$ cat config.mk
export PLATFORM = sky130hd
export DESIGN_NAME = button_screen_backlight_controller_unit
export DESIGN_NICKNAME = d
export VERILOG_FILES = /design/src/rtl/bsbl_pkg.sv /design/src/rtl/bsbl_cfg_regs.sv /design/src/rtl/bsbl_step.sv /design/src/rtl/button_screen_backlight_controller_unit.sv
export SDC_FILE = /design/constraint.sdc
export NUM_CORES = 1
export LEC_CHECK = 0
export BUFFER_PORTS_ARGS = -buffer_cell sky130_fd_sc_hd__buf_2
export CAP_MARGIN = 10
export CORE_MARGIN = 10
export CORE_UTILIZATION = 60
export CTS_CLUSTER_DIAMETER = 100
export DETAILED_ROUTE_END_ITERATION = 8
export PLACE_DENSITY = 0.85
export SYNTH_ARGS = -nofsm -noshare
export SYNTH_HDL_FRONTEND = slang
export SYNTH_HIERARCHICAL = 1
export SYNTH_SLANG_ARGS = --single-unit
$ cat constraint.sdc
create_clock -name clk -period 21 [get_ports clk]
set_input_delay 2.1 -clock clk [delete_from_list [all_inputs] [get_ports clk]]
set_output_delay 2.1 -clock clk [all_outputs]
set_load 0.01 [all_outputs]
$ cat src/rtl/bsbl_pkg.sv
// ----------------------------------------------------------------------------
// bsbl_pkg
// Shared types and constants for the button, screen and backlight controller.
// ----------------------------------------------------------------------------
package bsbl_pkg;

  localparam int unsigned TICK_W    = 32;
  localparam int unsigned SCREEN_W  = 2;
  localparam int unsigned CFG_IDX_W = 3;
  localparam int unsigned CFG_DAT_W = 32;

  // configuration register indexes
  localparam logic [CFG_IDX_W-1:0] REG_LONG_PRESS     = 3'd0;
  localparam logic [CFG_IDX_W-1:0] REG_DEBOUNCE       = 3'd1;
  localparam logic [CFG_IDX_W-1:0] REG_IDLE_TIMEOUT   = 3'd2;
  localparam logic [CFG_IDX_W-1:0] REG_REFRESH_PERIOD = 3'd3;
  localparam logic [CFG_IDX_W-1:0] REG_FIRST_PRESENT  = 3'd4;
  localparam logic [CFG_IDX_W-1:0] REG_SECOND_PRESENT = 3'd5;

  // reset values
  localparam logic [TICK_W-1:0] RST_LONG_PRESS     = 32'd3000;
  localparam logic [TICK_W-1:0] RST_DEBOUNCE       = 32'd200;
  localparam logic [TICK_W-1:0] RST_IDLE_TIMEOUT   = 32'd60000;
  localparam logic [TICK_W-1:0] RST_REFRESH_PERIOD = 32'd2000;

  // screens
  localparam logic [SCREEN_W-1:0] SCREEN_MINING  = 2'd0;
  localparam logic [SCREEN_W-1:0] SCREEN_STATS   = 2'd1;
  localparam logic [SCREEN_W-1:0] SCREEN_NETWORK = 2'd2;

  typedef struct packed {
    logic [TICK_W-1:0] long_press;
    logic [TICK_W-1:0] debounce;
    logic [TICK_W-1:0] idle_timeout;
    logic [TICK_W-1:0] refresh_period;
    logic              first_present;
    logic              second_present;
  } bsbl_cfg_t;

  typedef struct packed {
    logic                lit;
    logic [SCREEN_W-1:0] screen;
    logic                first_was_down;
    logic                second_was_down;
    logic [TICK_W-1:0]   first_press_time;
    logic [TICK_W-1:0]   last_activity_time;
    logic [TICK_W-1:0]   last_refresh_time;
    logic                release_wait;
  } bsbl_state_t;

  localparam bsbl_state_t STATE_RST = '{
    lit:                1'b1,
    screen:             SCREEN_MINING,
    first_was_down:     1'b0,
    second_was_down:    1'b0,
    first_press_time:   '0,
    last_activity_time: '0,
    last_refresh_time:  '0,
    release_wait:       1'b0
  };

  typedef struct packed {
    logic                backlight_lit;
    logic [SCREEN_W-1:0] screen_index;
    logic                refresh_now;
    logic                awaiting_release;
  } bsbl_result_t;

  function automatic logic [SCREEN_W-1:0] next_screen(input logic [SCREEN_W-1:0] s);
    logic [SCREEN_W-1:0] r;
    case (s)
      SCREEN_MINING: r = SCREEN_STATS;
      SCREEN_STATS:  r = SCREEN_NETWORK;
      default:       r = SCREEN_MINING;
    endcase
    return r;
  endfunction

endpackage

$ cat src/rtl/bsbl_cfg_regs.sv
// ----------------------------------------------------------------------------
// bsbl_cfg_regs
// Configuration register file, write-only, indexed writes.
// ----------------------------------------------------------------------------
module bsbl_cfg_regs
  import bsbl_pkg::*;
(
  input  logic                 clk,
  input  logic                 rst_n,
  input  logic                 cfg_we,
  input  logic [CFG_IDX_W-1:0] cfg_index,
  input  logic [CFG_DAT_W-1:0] cfg_wdata,
  output bsbl_cfg_t            cfg_o
);

  bsbl_cfg_t cfg_r;
  bsbl_cfg_t cfg_nxt;

  always_comb begin
    cfg_nxt = cfg_r;
    if (cfg_we) begin
      unique case (cfg_index)
        REG_LONG_PRESS:     cfg_nxt.long_press     = cfg_wdata;
        REG_DEBOUNCE:       cfg_nxt.debounce       = cfg_wdata;
        REG_IDLE_TIMEOUT:   cfg_nxt.idle_timeout   = cfg_wdata;
        REG_REFRESH_PERIOD: cfg_nxt.refresh_period = cfg_wdata;
        REG_FIRST_PRESENT:  cfg_nxt.first_present  = cfg_wdata[0];
        REG_SECOND_PRESENT: cfg_nxt.second_present = cfg_wdata[0];
        default: ;  // unmapped index, ignored
      endcase
    end
  end

  always_ff @(posedge clk) begin
    if (!rst_n) begin
      cfg_r.long_press     <= RST_LONG_PRESS;
      cfg_r.debounce       <= RST_DEBOUNCE;
      cfg_r.idle_timeout   <= RST_IDLE_TIMEOUT;
      cfg_r.refresh_period <= RST_REFRESH_PERIOD;
      cfg_r.first_present  <= 1'b1;
      cfg_r.second_present <= 1'b1;
    end else begin
      cfg_r <= cfg_nxt;
    end
  end

  assign cfg_o = cfg_r;

endmodule

$ cat src/rtl/bsbl_step.sv
// ----------------------------------------------------------------------------
// bsbl_step
// Next-state and result logic for one button poll.
// ----------------------------------------------------------------------------
module bsbl_step
  import bsbl_pkg::*;
(
  input  bsbl_cfg_t         cfg_i,
  input  bsbl_state_t       st_i,
  input  logic              first_down_i,
  input  logic              second_down_i,
  input  logic [TICK_W-1:0] now_i,
  output bsbl_state_t       st_o,
  output bsbl_result_t      res_o
);

  logic              b1;
  logic              b2;
  logic              hold_wait;
  logic              fwd;
  logic              fresh;
  logic [TICK_W-1:0] hold;
  logic [TICK_W-1:0] idle_el;
  logic [TICK_W-1:0] refr_el;
  logic              toggle;
  logic              short_press;
  logic              lit_wake;
  logic              refresh;

  always_comb begin
    b1        = first_down_i  & cfg_i.first_present;
    b2        = second_down_i & cfg_i.second_present;
    hold_wait = st_i.release_wait & (b1 | b2);
    // leaving release wait clears the was-down flags
    fwd       = st_i.release_wait ? 1'b0 : st_i.first_was_down;
    fresh     = b1 & ~fwd;
    hold      = fresh ? '0 : now_i - st_i.first_press_time;
    toggle    = b1 & b2 & (hold >= cfg_i.long_press);
    short_press = ~b1 & fwd & ~b2 & (hold < cfg_i.long_press) & (hold >= cfg_i.debounce);
    idle_el   = short_press ? '0 : now_i - st_i.last_activity_time;
    refr_el   = now_i - st_i.last_refresh_time;
    lit_wake  = short_press | st_i.lit;
    refresh   = short_press | (refr_el >= cfg_i.refresh_period);

    st_o    = st_i;
    refresh = refresh & ~hold_wait & ~toggle;
    if (hold_wait) begin
      st_o = st_i;
    end else if (toggle) begin
      st_o.first_press_time   = now_i;  // toggle implies fresh or earlier press
      if (!fresh) st_o.first_press_time = st_i.first_press_time;
      st_o.lit                = ~st_i.lit;
      st_o.last_activity_time = now_i;
      st_o.release_wait       = 1'b1;
      st_o.first_was_down     = 1'b0;
      st_o.second_was_down    = 1'b0;
    end else begin
      st_o.release_wait     = 1'b0;
      st_o.first_press_time = fresh ? now_i : st_i.first_press_time;
      st_o.first_was_down   = b1;
      st_o.second_was_down  = b2;
      if (short_press) begin
        st_o.last_activity_time = now_i;
        if (st_i.lit) st_o.screen = next_screen(st_i.screen);
      end
      st_o.lit = lit_wake & ~(idle_el >= cfg_i.idle_timeout);
      if (refresh) st_o.last_refresh_time = now_i;
    end

    res_o.backlight_lit    = st_o.lit;
    res_o.screen_index     = st_o.screen;
    res_o.refresh_now      = refresh;
    res_o.awaiting_release = st_o.release_wait;
  end

endmodule

$ cat src/rtl/button_screen_backlight_controller_unit.sv
// ----------------------------------------------------------------------------
// button_screen_backlight_controller_unit
// Button poll decoder driving backlight, screen selection and refresh pulses.
// ----------------------------------------------------------------------------
// One poll is accepted per clock cycle unless the input stalls. A poll is
// captured in an input register, evaluated against the controller state in
// one pass of compare logic, and its result then moves into an output
// register once that register is free. The output register decouples the
// channels: a new poll is taken while a finished result waits, and the input
// stalls only when both the input and output registers are full and the
// output is stalled. All tick differences wrap modulo 2^32. Configuration
// may be written only while no poll is in flight.
module button_screen_backlight_controller_unit
  import bsbl_pkg::*;
(
  input  logic                 clk,
  input  logic                 rst_n,
  input  logic                 cfg_we,
  input  logic [CFG_IDX_W-1:0] cfg_index,
  input  logic [CFG_DAT_W-1:0] cfg_wdata,
  input  logic                 in_valid,
  output logic                 in_stall,
  input  logic                 in_first_down,
  input  logic                 in_second_down,
  input  logic [TICK_W-1:0]    in_tick_now,
  output logic                 out_valid,
  input  logic                 out_stall,
  output logic                 out_backlight_lit,
  output logic [SCREEN_W-1:0]  out_screen_index,
  output logic                 out_refresh_now,
  output logic                 out_awaiting_release
);

  bsbl_cfg_t    cfg;
  bsbl_state_t  st_r;
  bsbl_state_t  st_nxt;
  bsbl_result_t res_nxt;
  bsbl_result_t res_r;

  logic              in_valid_r;
  logic              first_down_r;
  logic              second_down_r;
  logic [TICK_W-1:0] tick_now_r;
  logic              out_valid_r;
  logic              adv;
  logic              in_acc;

  bsbl_cfg_regs u_cfg (
    .clk       (clk),
    .rst_n     (rst_n),
    .cfg_we    (cfg_we),
    .cfg_index (cfg_index),
    .cfg_wdata (cfg_wdata),
    .cfg_o     (cfg)
  );

  bsbl_step u_step (
    .cfg_i         (cfg),
    .st_i          (st_r),
    .first_down_i  (first_down_r),
    .second_down_i (second_down_r),
    .now_i         (tick_now_r),
    .st_o          (st_nxt),
    .res_o         (res_nxt)
  );

  // input register moves to the output register when the latter is free
  assign adv      = in_valid_r & (~out_valid_r | ~out_stall);
  assign in_stall = in_valid_r & ~adv;
  assign in_acc   = in_valid & ~in_stall;

  always_ff @(posedge clk) begin
    if (!rst_n) begin
      in_valid_r  <= 1'b0;
      out_valid_r <= 1'b0;
      st_r        <= STATE_RST;
    end else begin
      if (in_acc) in_valid_r <= 1'b1;
      else if (adv) in_valid_r <= 1'b0;
      if (adv) begin
        out_valid_r <= 1'b1;
        st_r        <= st_nxt;
      end else if (!out_stall) begin
        out_valid_r <= 1'b0;
      end
    end
  end

  always_ff @(posedge clk) begin
    if (in_acc) begin
      first_down_r  <= in_first_down;
      second_down_r <= in_second_down;
      tick_now_r    <= in_tick_now;
    end
    if (adv) res_r <= res_nxt;
  end

  assign out_valid            = out_valid_r;
  assign out_backlight_lit    = res_r.backlight_lit;
  assign out_screen_index     = res_r.screen_index;
  assign out_refresh_now      = res_r.refresh_now;
  assign out_awaiting_release = res_r.awaiting_release;

  a_no_refresh_in_wait: assert property (@(posedge clk) disable iff (!rst_n)
    out_valid_r && res_r.awaiting_release |-> !res_r.refresh_now)
    else $error("refresh pulse while awaiting release");

  a_screen_range: assert property (@(posedge clk) disable iff (!rst_n)
    st_r.screen != 2'd3)
    else $error("screen index out of range");

  a_item_held: assert property (@(posedge clk) disable iff (!rst_n)
    in_valid_r && !adv |=> in_valid_r && $stable(tick_now_r))
    else $error("pending poll lost");

  a_state_only_on_adv: assert property (@(posedge clk) disable iff (!rst_n)
    !adv |=> $stable(st_r))
    else $error("state changed without a poll");

endmodule

==> results by group, run 1 <==
CTS
  – Htree depth: 1
  – Clock transition at the registers of the reported paths: 0.06 ns
  – Post-CTS resize count: 0
  – Worst-Skew Late Latency: between 0.5 and 0.6 ns
  – CTS sink count: 272
  – CTS tree: done
  – Post-CTS setup buffers: 0
  – CTS buffer count: 30
  – Hold buffers post-CTS: 0
  – Max Root-Sink Buffers: 3
  – Clock root buffer: clkbuf_16

Timing
  – Final worst path period share: 42.7%
  – Time the worst path needs with I/O delays and setup: around 9 ns
  – Setup TNS: 0 ns
  – Max Clk Rate: around 110 MHz
  – Clock skew: 0.0180 ns
  – Setup Viol. Count Final: 0
  – Number of hold violations in the final report: 0
  – Slew headroom: 25.5%
  – Count of pins over their slew limit: 0
  – Worst-Margin Slew: 1.12 ns
  – Slack of the critical path: 12.04 ns
  – RSZ-0062 raised after global routing: no

Setup path
  – Most frequent CP cell: a21oi_1
  – CP max stage delay: 0.94 ns
  – CP Capture Type: flip-flop
  – Critical path class: flip-flop to flip-flop
  – Worst Setup Start Kind: flip-flop
  – Reg2Reg Setup Slack: 12.04 ns
  – R2R depth: 31
  – Critical Path RT: 21.48 ns
  – Slowest CP cell: a2111oi_0
  – Worst R2R Start: tick_now_r[1]$_DFFE_PP_
  – Worst Path Max Fanout: 36
  – Critical Path AT: 9.44 ns
  – Critical R2R Capture: st_r[101]$_SDFFE_PN1P_

Floorplan
  – Die width: 203 um
  – Core area: 0.0327 mm2
  – Starting Density: between 60% and 70%
  – # IOs: 81
  – Die area: between 0.04 and 0.05 mm2
  – Die H: 203 um
  – Cell row count: 66

Drt
  – Via count: roughly 17000
  – Vias/cell: 5.83
  – Post-DRT Antenna Nets: 0
  – WL final: 53400 um
  – Initial DRC Count: 1082
  – Routed length per instance: 18.5 um
  – DRC: 0
  – Drt pass-1 iters: 6

Placement
  – Dpl hpwl: between 30000 and 40000 um
  – IO Port Bufs: 80
  – RePlAce Congestion: approximately 0.96
  – Cells after DPL: 2822
  – Post-Place Setup Slack: about 12 ns

Global route
  – Initial antenna violation count: 0
  – Vias in the first global route: about 17000
  – Total GRT Usage: ~25%
  – Largest net degree at the start of global routing: 180
  – Total grt overflow: 0
  – First-pass GRT wire length: 84600 um

Power and ir drop
  – Leak pwr: ~9.2 nW
  – Worst VDD drop: 69.4 uV
  – Cell area power density: 75.1 mW/mm2
  – Total power draw: 1.63 mW

Cells and area
  – Most common cell after layout, fill and taps aside: nand2_1
  – Final net count: ~2700
  – Leading cell types in the layout, fill and taps excluded: nand2_1, inv_1, mux2i_1
  – Fin cells: 2878
  – Fill cells: 2711
  – Number of diodes: 0
  – Share of post-route cells with drive strength above 1: 9.40%
  – Layout area overhead: 8.23%
  – Final core occ: between 60% and 70%

Run status
  – Outcome: complete, no violations

Logic synthesis
  – Syn_area_per_cell: between 8 and 9 um2
  – Synth Warn #: 6
  – Post-Syn Nets: 2677
  – Synthesized instance count: 2381
  – Mapped Area: 0.0200 mm2

Worst hold path
  – Hold path cells: 2
  – HP Class: flip-flop to flip-flop
  – Worst Hold Path EP: st_r[74]$_SDFFE_PN0P_
  – Hold_sp: st_r[74]$_SDFFE_PN0P_

Run
  – Max cap viols: 0
power by group:
| group | leakage, nW | switching, mW | total (mW) | internal, mW |
|---|---|---|---|---|
| logic | 6.41 | 0.268 | 0.465 | 0.197 |
| registers | 2.27 | 0.0178 | 0.567 | 0.549 |
| clock network | 0.549 | 0.228 | 0.595 | 0.367 |
worst max-delay path: cells and delay by family, from the launching register on:
kind | cells | cell delay [ns]
AO/OA/AOI/OAI | 19 | 5.87
AND/OR/NAND/NOR | 7 | 1.00
adder cells (fa/ha/maj) | 3 | 0.97
flip-flops | 1 | 0.57
multiplexers | 2 | 0.43
registers in the layout, indices dropped and copies added, names as in the netlist:
signal	flops
out_backlight_lit	1
second_down_r	1
out_refresh_now	1
out_screen_index	2
in_valid_r	1
first_down_r	1
st_r	101
out_awaiting_release	1
tick_now_r	32
out_valid	1
u_cfg/cfg_o	130
how the worst max path moves through the flow:
| stage | start | endpoint | depth (start not counted) |
|---|---|---|---|
| final | tick_now_r[1]$_DFFE_PP_ | st_r[101]$_SDFFE_PN1P_ | 31 |
| after global routing | tick_now_r[1]$_DFFE_PP_ | st_r[101]$_SDFFE_PN1P_ | 31 |
| after CTS | tick_now_r[1]$_DFFE_PP_ | st_r[101]$_SDFFE_PN1P_ | 31 |
| after detailed placement | tick_now_r[1]$_DFFE_PP_ | st_r[101]$_SDFFE_PN1P_ | 31 |
| after global placement | tick_now_r[1]$_DFFE_PP_ | st_r[101]$_SDFFE_PN1P_ | 31 |
| after floorplan | tick_now_r[1]$_DFFE_PP_ | st_r[101]$_SDFFE_PN1P_ | 32 |
stage by stage:
step,hold WS (ns),cell area (um2)
global placement,0.442,20500
floorplan,0.435,20000
finish,0.457,21700
CTS,0.459,21700
global route,0.470,21700
detailed placement,0.450,20500
routing by layer:
metal	up-vias	track usage [%]	share of wire, %
li1	8251	-	-
met1	7922	28.6	41
met2	452	45.8	51
met3	146	2.40	4.0
met4	0	11.8	4.7
met5	-	0	0
final cells by class:
type | count | area (um2) | share of cell area [%]
clock buffer | 36 | 826 | 3.81
clock inverter | 20 | 295 | 1.36
inverter | 249 | 935 | 4.32
multi-input combinational | 1764 | 12700 | 58.6
sequential | 272 | 5840 | 27.0
tap | 442 | 553 | 2.55
timing repair buffer | 95 | 523 | 2.42
No activity file was read; power rests on OpenSTA's default activity.
==> run 2: changes to the inputs <==
Settings changed: ABC_AREA from default to 1, CORE_UTILIZATION 60 to 58.
Clock period 21 ns to 7.5 ns, I/O delays scaled along.
==> results by group, run 2 <==
Timing
  – Clock skew: 0.0129 ns (-0.00509 ns)
  – RSZ-0062 raised after global routing: no
  – Slew headroom: 24.9% (-0.65 points)
  – Worst-Margin Slew: 1.13 ns (+0.00969 ns)
  – Final worst path period share: 90.7% (+48 points)
  – Number of hold violations in the final report: 0 (unchanged)
  – Setup TNS: 0 ns (unchanged)
  – Max Clk Rate: 147 MHz (+32%)
  – Setup Viol. Count Final: 0 (unchanged)
  – Time the worst path needs with I/O delays and setup: 6.81 ns (-2.15 ns)
  – Count of pins over their slew limit: 0 (unchanged)

Floorplan
  – Starting Density: 58.4% (-2.8 points)
  – Die H: 209 um (+3.0%)
  – # IOs: 81 (unchanged)
  – Core area: 0.0354 mm2 (+8.2%)
  – Cell row count: 69 (+4.5%)
  – Die area: 0.0436 mm2 (+6.1%)
  – Die width: 209 um (+3.0%)

CTS
  – Clock root buffer: clkbuf_16
  – CTS tree: done
  – Post-CTS resize count: 0 (unchanged)
  – Hold buffers post-CTS: 0 (unchanged)
  – Worst-Skew Late Latency: 0.59 ns (+0.02 ns)
  – Htree depth: 1 (unchanged)
  – Post-CTS setup buffers: 0 (unchanged)
  – CTS buffer count: 31 (+3.3%)
  – Max Root-Sink Buffers: 3 (unchanged)
  – Clock transition at the registers of the reported paths: 0.06 ns (about the same)
  – CTS sink count: 272 (unchanged)

Setup path
  – R2R depth: 40 (+29%)
  – Critical Path RT: 7.92 ns (-13.56 ns)
  – Critical R2R Capture: st_r[101]$_SDFFE_PN1P_
  – Worst R2R Start: tick_now_r[2]$_DFFE_PP_
  – Most frequent CP cell: nand2_1
  – Worst Setup Start Kind: flip-flop
  – Critical path class: flip-flop to flip-flop
  – CP Capture Type: flip-flop
  – Critical Path AT: 7.23 ns (-2.21 ns)
  – CP max stage delay: 0.47 ns (-0.47 ns)
  – Worst Path Max Fanout: 26 (-28%)
  – Slowest CP cell: edfxtp_1
  – Reg2Reg Setup Slack: 0.69 ns (-11.35 ns)

Logic synthesis
  – Synth Warn #: 6 (unchanged)
  – Mapped Area: 0.0207 mm2 (+3.3%)
  – Synthesized instance count: 3161 (+33%)
  – Post-Syn Nets: 3457 (+29%)
  – Syn_area_per_cell: 6.54 um2 (-22%)

Cells and area
  – Leading cell types in the layout, fill and taps excluded: nand2_1, inv_1, nor2_1
  – Share of post-route cells with drive strength above 1: 5.60% (-3.8 points)
  – Layout area overhead: 6.91%
  – Max FFs per register: 130 (unchanged)
  – Final net count: 3451 (+27%)
  – Fin cells: 3639 (+26%)
  – Number of diodes: 0 (unchanged)
  – Post-route cell area: 0.0221 mm2 (+2.0%)
  – Most common cell after layout, fill and taps aside: nand2_1

Global route
  – Largest net degree at the start of global routing: 132 (-27%)
  – Initial antenna violation count: 0 (unchanged)
  – Total GRT Usage: 28.2% (+3.2 points)
  – Vias in the first global route: 19400 (+16%)
  – Total grt overflow: 0 (unchanged)
  – First-pass GRT wire length: 102000 um (+20%)

Power and ir drop
  – Cell area power density: 221 mW/mm2 (+190%)
  – Total power draw: 4.88 mW (+200%)
  – Worst VDD drop: 209 uV (+200%)
  – Leak pwr: 10.5 nW (+14%)

Drt
  – Post-DRT Antenna Nets: 0 (unchanged)
  – DRC: 0 (unchanged)
  – Via count: 20600 (+23%)
  – Drt pass-1 iters: 6 (unchanged)
  – Initial DRC Count: 2222 (+110%)
  – WL final: 64700 um (+21%)
  – Routed length per instance: 17.8 um (-4.1%)
  – Vias/cell: 5.66 (-2.8%)

Placement
  – Cells after DPL: 3583 (+27%)
  – IO Port Bufs: 80 (unchanged)
  – Dpl hpwl: 47200 um (+19%)
  – RePlAce Congestion: 0.965 (+0.66%)
  – DP Area: 0.0211 mm2 (+2.6%)

Worst hold path
  – Hold path cells: 1 (-1)
  – Worst Hold Path EP: tick_now_r[15]$_DFFE_PP_
  – HP Class: input pin to flip-flop
  – Hold_sp: in_tick_now[15]

Run
  – Max cap viols: 0 (unchanged)

Run status
  – Outcome: complete, no violations
[run 2: changes by cell type in the layout (fill, tap and decap cells not counted), sizes merged, moves of 18 or more]
| cell | change |
|---|---|
| a21o | -40 |
| a21oi | +204 |
| inv | +241 |
| mux2 | -67 |
| mux2i | -235 |
| nand2 | +212 |
| nand2b | -22 |
| nand3 | +299 |
| nor2 | +350 |
| nor2b | -61 |
| xnor2 | -18 |
[run 2: worst max path at each step]
| stage | from | to | slack (ns) |
|---|---|---|---|
| detailed placement | tick_now_r[2]$_DFFE_PP_ | st_r[101]$_SDFFE_PN1P_ | 0.85 |
| global route | tick_now_r[2]$_DFFE_PP_ | st_r[101]$_SDFFE_PN1P_ | 0.03 |
| global placement | tick_now_r[2]$_DFFE_PP_ | st_r[101]$_SDFFE_PN1P_ | 0.94 |
| floorplan | tick_now_r[2]$_DFFE_PP_ | st_r[101]$_SDFFE_PN1P_ | 1.95 |
| CTS | tick_now_r[2]$_DFFE_PP_ | st_r[101]$_SDFFE_PN1P_ | 0.81 |
| finish | tick_now_r[2]$_DFFE_PP_ | st_r[101]$_SDFFE_PN1P_ | 0.69 |
[run 2: report_power, final]
part	internal, mW	switching [mW]	leakage, nW
Sequential	1.56	0.0789	2.29
Combinational	0.594	1.11	7.71
Clock	0.894	0.645	0.503
Total	3.05	1.83	10.5
[run 2: metrics by stage]
stage | worst slack, ns | hold WS [ns] | utilization, %
floorplan | 1.95 | 0.429 | -
global placement | 0.943 | 0.446 | 59.5
detailed placement | 0.851 | 0.445 | 59.5
CTS | 0.808 | 0.318 | 62.4
global route | 0.0255 | 0.319 | 62.4
finish | 0.694 | 0.339 | 62.4
[run 2: worst max-delay path, delay by kind of cell (launching register included)]
family / cells / cell delay, ns
buffers and inverters: 2 / 0.15
and+or+nand+nor: 19 / 2.38
AOI/OAI and AO/OA: 16 / 2.65
DFF: 1 / 0.47
adders and majority gates: 3 / 0.96
[run 2: layout make-up]
type / count / area, um2
clock inverter: 8 / 76.3
inverter: 493 / 1850
multi-input combinational: 2260 / 12300
tap: 461 / 577
fill: 3280 / 13300
timing repair buffer: 97 / 534
clock buffer: 48 / 942
sequential: 272 / 5840
[run 2: metal layers]
metal | vias up | global-route usage, % | share of wire [%]
met4 | 0 | 13.9 | 5.1
met2 | 789 | 47.8 | 47
met3 | 188 | 3.30 | 7.0
li1 | 10200 | - | -
met1 | 9468 | 34.9 | 41
met5 | - | 0 | 0
==> run 3: changes to the inputs <==
Settings changed: CORE_UTILIZATION 58 to 57, SYNTH_HIERARCHICAL 1 to default.
==> results by group, run 3 <==
Run status
  – Outcome: complete, no violations

Setup path
  – Critical path class: flip-flop to flip-flop
  – Worst Path Max Fanout: 13 (-50%)
  – Critical Path RT: 7.81 ns (-0.11 ns)
  – Worst R2R Start: tick_now_r[2]$_DFFE_PP_
  – Critical Path Start: tick_now_r[2]$_DFFE_PP_
  – CP Capture Type: flip-flop
  – Critical Path AT: 7.15 ns (-0.08 ns)
  – Slowest CP cell: edfxtp_1
  – Critical R2R Capture: out_backlight_lit$_DFFE_PP_
  – R2R depth: 42 (+5.0%)
  – Worst setup path end: out_backlight_lit$_DFFE_PP_
  – Most frequent CP cell: nand2_1
  – CP delay by family, top: compound AO/OA/AOI/OAI gates
  – CP max stage delay: 0.46 ns (about the same)
  – Reg2Reg Setup Slack: 0.66 ns (-0.04 ns)
  – Worst Path Buf+Inv: 4 (+2)
  – Instance count on the critical path: 42 (+5.0%)
  – Worst Setup Start Kind: flip-flop

Global route
  – Total GRT Usage: 24.7% (-3.6 points)
  – Largest net degree at the start of global routing: 83 (-37%)
  – Total grt overflow: 0 (unchanged)
  – Vias in the first global route: 15500 (-20%)
  – First-pass GRT wire length: 79200 um (-22%)
  – Initial antenna violation count: 0 (unchanged)

Timing
  – Final worst path period share: 91.2% (+0.48 points)
  – Clock skew: 0.0253 ns (+0.0124 ns)
  – Setup TNS: 0 ns (unchanged)
  – Time the worst path needs with I/O delays and setup: 6.84 ns (+0.0362 ns)
  – Worst-Margin Slew: 1.15 ns (+0.0262 ns)
  – Max Clk Rate: 146 MHz (-0.53%)
  – Slew headroom: 23.1% (-1.7 points)
  – Number of hold violations in the final report: 0 (unchanged)
  – RSZ-0062 raised after global routing: no
  – Count of pins over their slew limit: 0 (unchanged)
  – Hold slack: 0.356 ns (+0.0173 ns)
  – Setup Viol. Count Final: 0 (unchanged)

Floorplan
  – Die area: 0.0385 mm2 (-12%)
  – Die width: 196 um (-6.0%)
  – Die H: 196 um (-6.0%)
  – # IOs: 81 (unchanged)
  – Starting Density: 57.8% (-0.53 points)
  – Cell row count: 64 (-7.2%)
  – Core area: 0.0306 mm2 (-14%)

CTS
  – Hold buffers post-CTS: 0 (unchanged)
  – Post-CTS setup buffers: 0 (unchanged)
  – Worst-Skew Late Latency: 0.57 ns (-0.02 ns)
  – CTS tree: done
  – Max Root-Sink Buffers: 3 (unchanged)
  – CTS sink count: 272 (unchanged)
  – Htree depth: 1 (unchanged)
  – Clock root buffer: clkbuf_16
  – Post-CTS resize count: 0 (unchanged)
  – CTS buffer count: 29 (-6.5%)
  – Clock transition at the registers of the reported paths: 0.06 ns (about the same)

Power and ir drop
  – Leak pwr: 8.66 nW (-18%)
  – Worst VDD drop: 198 uV (-4.9%)
  – Cell area power density: 238 mW/mm2 (+7.8%)

Logic synthesis
  – Mapped Area: 0.0177 mm2 (-14%)
  – Yosys cell types: 52
  – Register area share after synthesis: about 33%
  – Synth area leaders: dfxtp_1, ha_1, a21oi_1
  – Register bit total from synthesis: between 200 and 300
  – Top-area cell type share of the netlist area: about a quarter
  – Post-synth EDFFs: 39
  – Syn_area_per_cell: 7.37 um2 (+13%)
  – Synth area leader: dfxtp_1
  – Synthesized instance count: 2400 (-24%)
  – Top_reg_cell synth: dfxtp_1
  – Count leader, synth: inv_1
  – Post-synth top cells: inv_1, nand2_1, a21oi_1
  – Async SR Flop Fraction: 0%
  – Post-Syn Nets: 2696 (-22%)
  – Synth Warn #: 0 (-6)

Placement
  – Dpl hpwl: 36100 um (-23%)
  – IO Port Bufs: 80 (unchanged)
  – Cells after DPL: 2806 (-22%)
  – DP Area: 0.0183 mm2 (-13%)
  – RePlAce Congestion: 0.986 (+2.2%)

Drt
  – Post-DRT Antenna Nets: 0 (unchanged)
  – Initial DRC Count: 1883 (-15%)
  – Drt pass-1 iters: 5 (-1)
  – DRC: 0 (unchanged)
  – Vias/cell: 5.79 (+2.3%)
  – Via count: 16600 (-20%)
  – WL final: 49000 um (-24%)
  – Routed length per instance: 17.1 um (-3.6%)

Run
  – Max cap viols: 0 (unchanged)

Cells and area
  – Leading cell types in the layout, fill and taps excluded: inv_1, nand2_1, a21oi_1
  – Final net count: 2737 (-21%)
  – Most common cell after layout, fill and taps aside: inv_1
  – Post-route cell area: 0.0193 mm2 (-13%)
  – Share of post-route cells with drive strength above 1: 9.26% (+3.7 points)
  – Number of diodes: 0 (unchanged)
  – Fin cells: 2859 (-21%)
  – Layout area overhead: 9.09%

Worst hold path
  – HP Class: input pin to flip-flop
[run 3: power by group]
part	leakage, nW	switching (mW)	total [mW]	internal, mW
sequential	2.28	0.0533	1.62	1.57
clock	0.474	0.632	1.46	0.828
combinational	5.91	0.973	1.52	0.543
[run 3: cell families (layout without fill, tap and decap cells)]
| family | after synthesis | after routing | synth area share (%) |
|---|---|---|---|
| AND/OR/NAND/NOR | 712 | 712 | 17.9 |
| AO/OA/AOI/OAI | 638 | 638 | 19.5 |
| buffers and inverters | 501 | 564 | 11.1 |
| flip-flops | 272 | 272 | 33.0 |
| adder cells (fa/ha/maj) | 222 | 222 | 15.8 |
| XOR/XNOR | 55 | 55 | 2.72 |
[run 3: metrics by stage]
stage	utilization (%)	setup WS, ns	total power [mW]
after floorplan	-	1.83	2.73
after detailed placement	59.9	0.876	3.11
after global placement	59.9	0.986	3.04
after CTS	63.1	0.831	4.57
final	63.1	0.658	4.60
after global routing	63.1	0.196	4.85
[run 3: routing by layer]
layer | up-vias | track usage, % | part of all wire (%) | routed length [um]
met4 | 0 | 7.92 | 3.2 | 1570
met5 | - | 0 | 0 | 0
met3 | 129 | 3.14 | 9.9 | 4860
met1 | 7570 | 34.3 | 43 | 21300
li1 | 8051 | - | - | -
met2 | 817 | 38.8 | 44 | 21300
[run 3: worst register-to-register path, delay by kind of cell, from the launching register on]
| kind | cells | cell delay (ns) |
|---|---|---|
| AOI/OAI and AO/OA | 18 | 2.80 |
| adders and majority gates | 3 | 0.85 |
| buffers and inverters | 4 | 0.37 |
| DFF | 1 | 0.46 |
| and+or+nand+nor | 17 | 2.09 |
[run 3: final cells by class]
cell class / instances / area (um2)
multi-input combinational: 1627 / 9920
sequential: 272 / 5840
tap: 396 / 495
timing repair buffer: 95 / 515
clock buffer: 37 / 838
clock inverter: 16 / 131
inverter: 416 / 1560
fill: 2592 / 11300
[run 3: how the worst min path moves through the flow]
stage | from | end | slack, ns | cells past startpoint
3_5_place_dp | flip-flop | flip-flop | 0.45 | 2
6_report | in_tick_now[9] | tick_now_r[9]$_DFFE_PP_ | 0.36 | 1
2_1_floorplan | flip-flop | flip-flop | 0.44 | 2
5_1_grt | in_tick_now[12] | tick_now_r[12]$_DFFE_PP_ | 0.35 | 1
3_3_place_gp | flip-flop | flip-flop | 0.44 | 2
4_1_cts | in_tick_now[12] | tick_now_r[12]$_DFFE_PP_ | 0.35 | 1
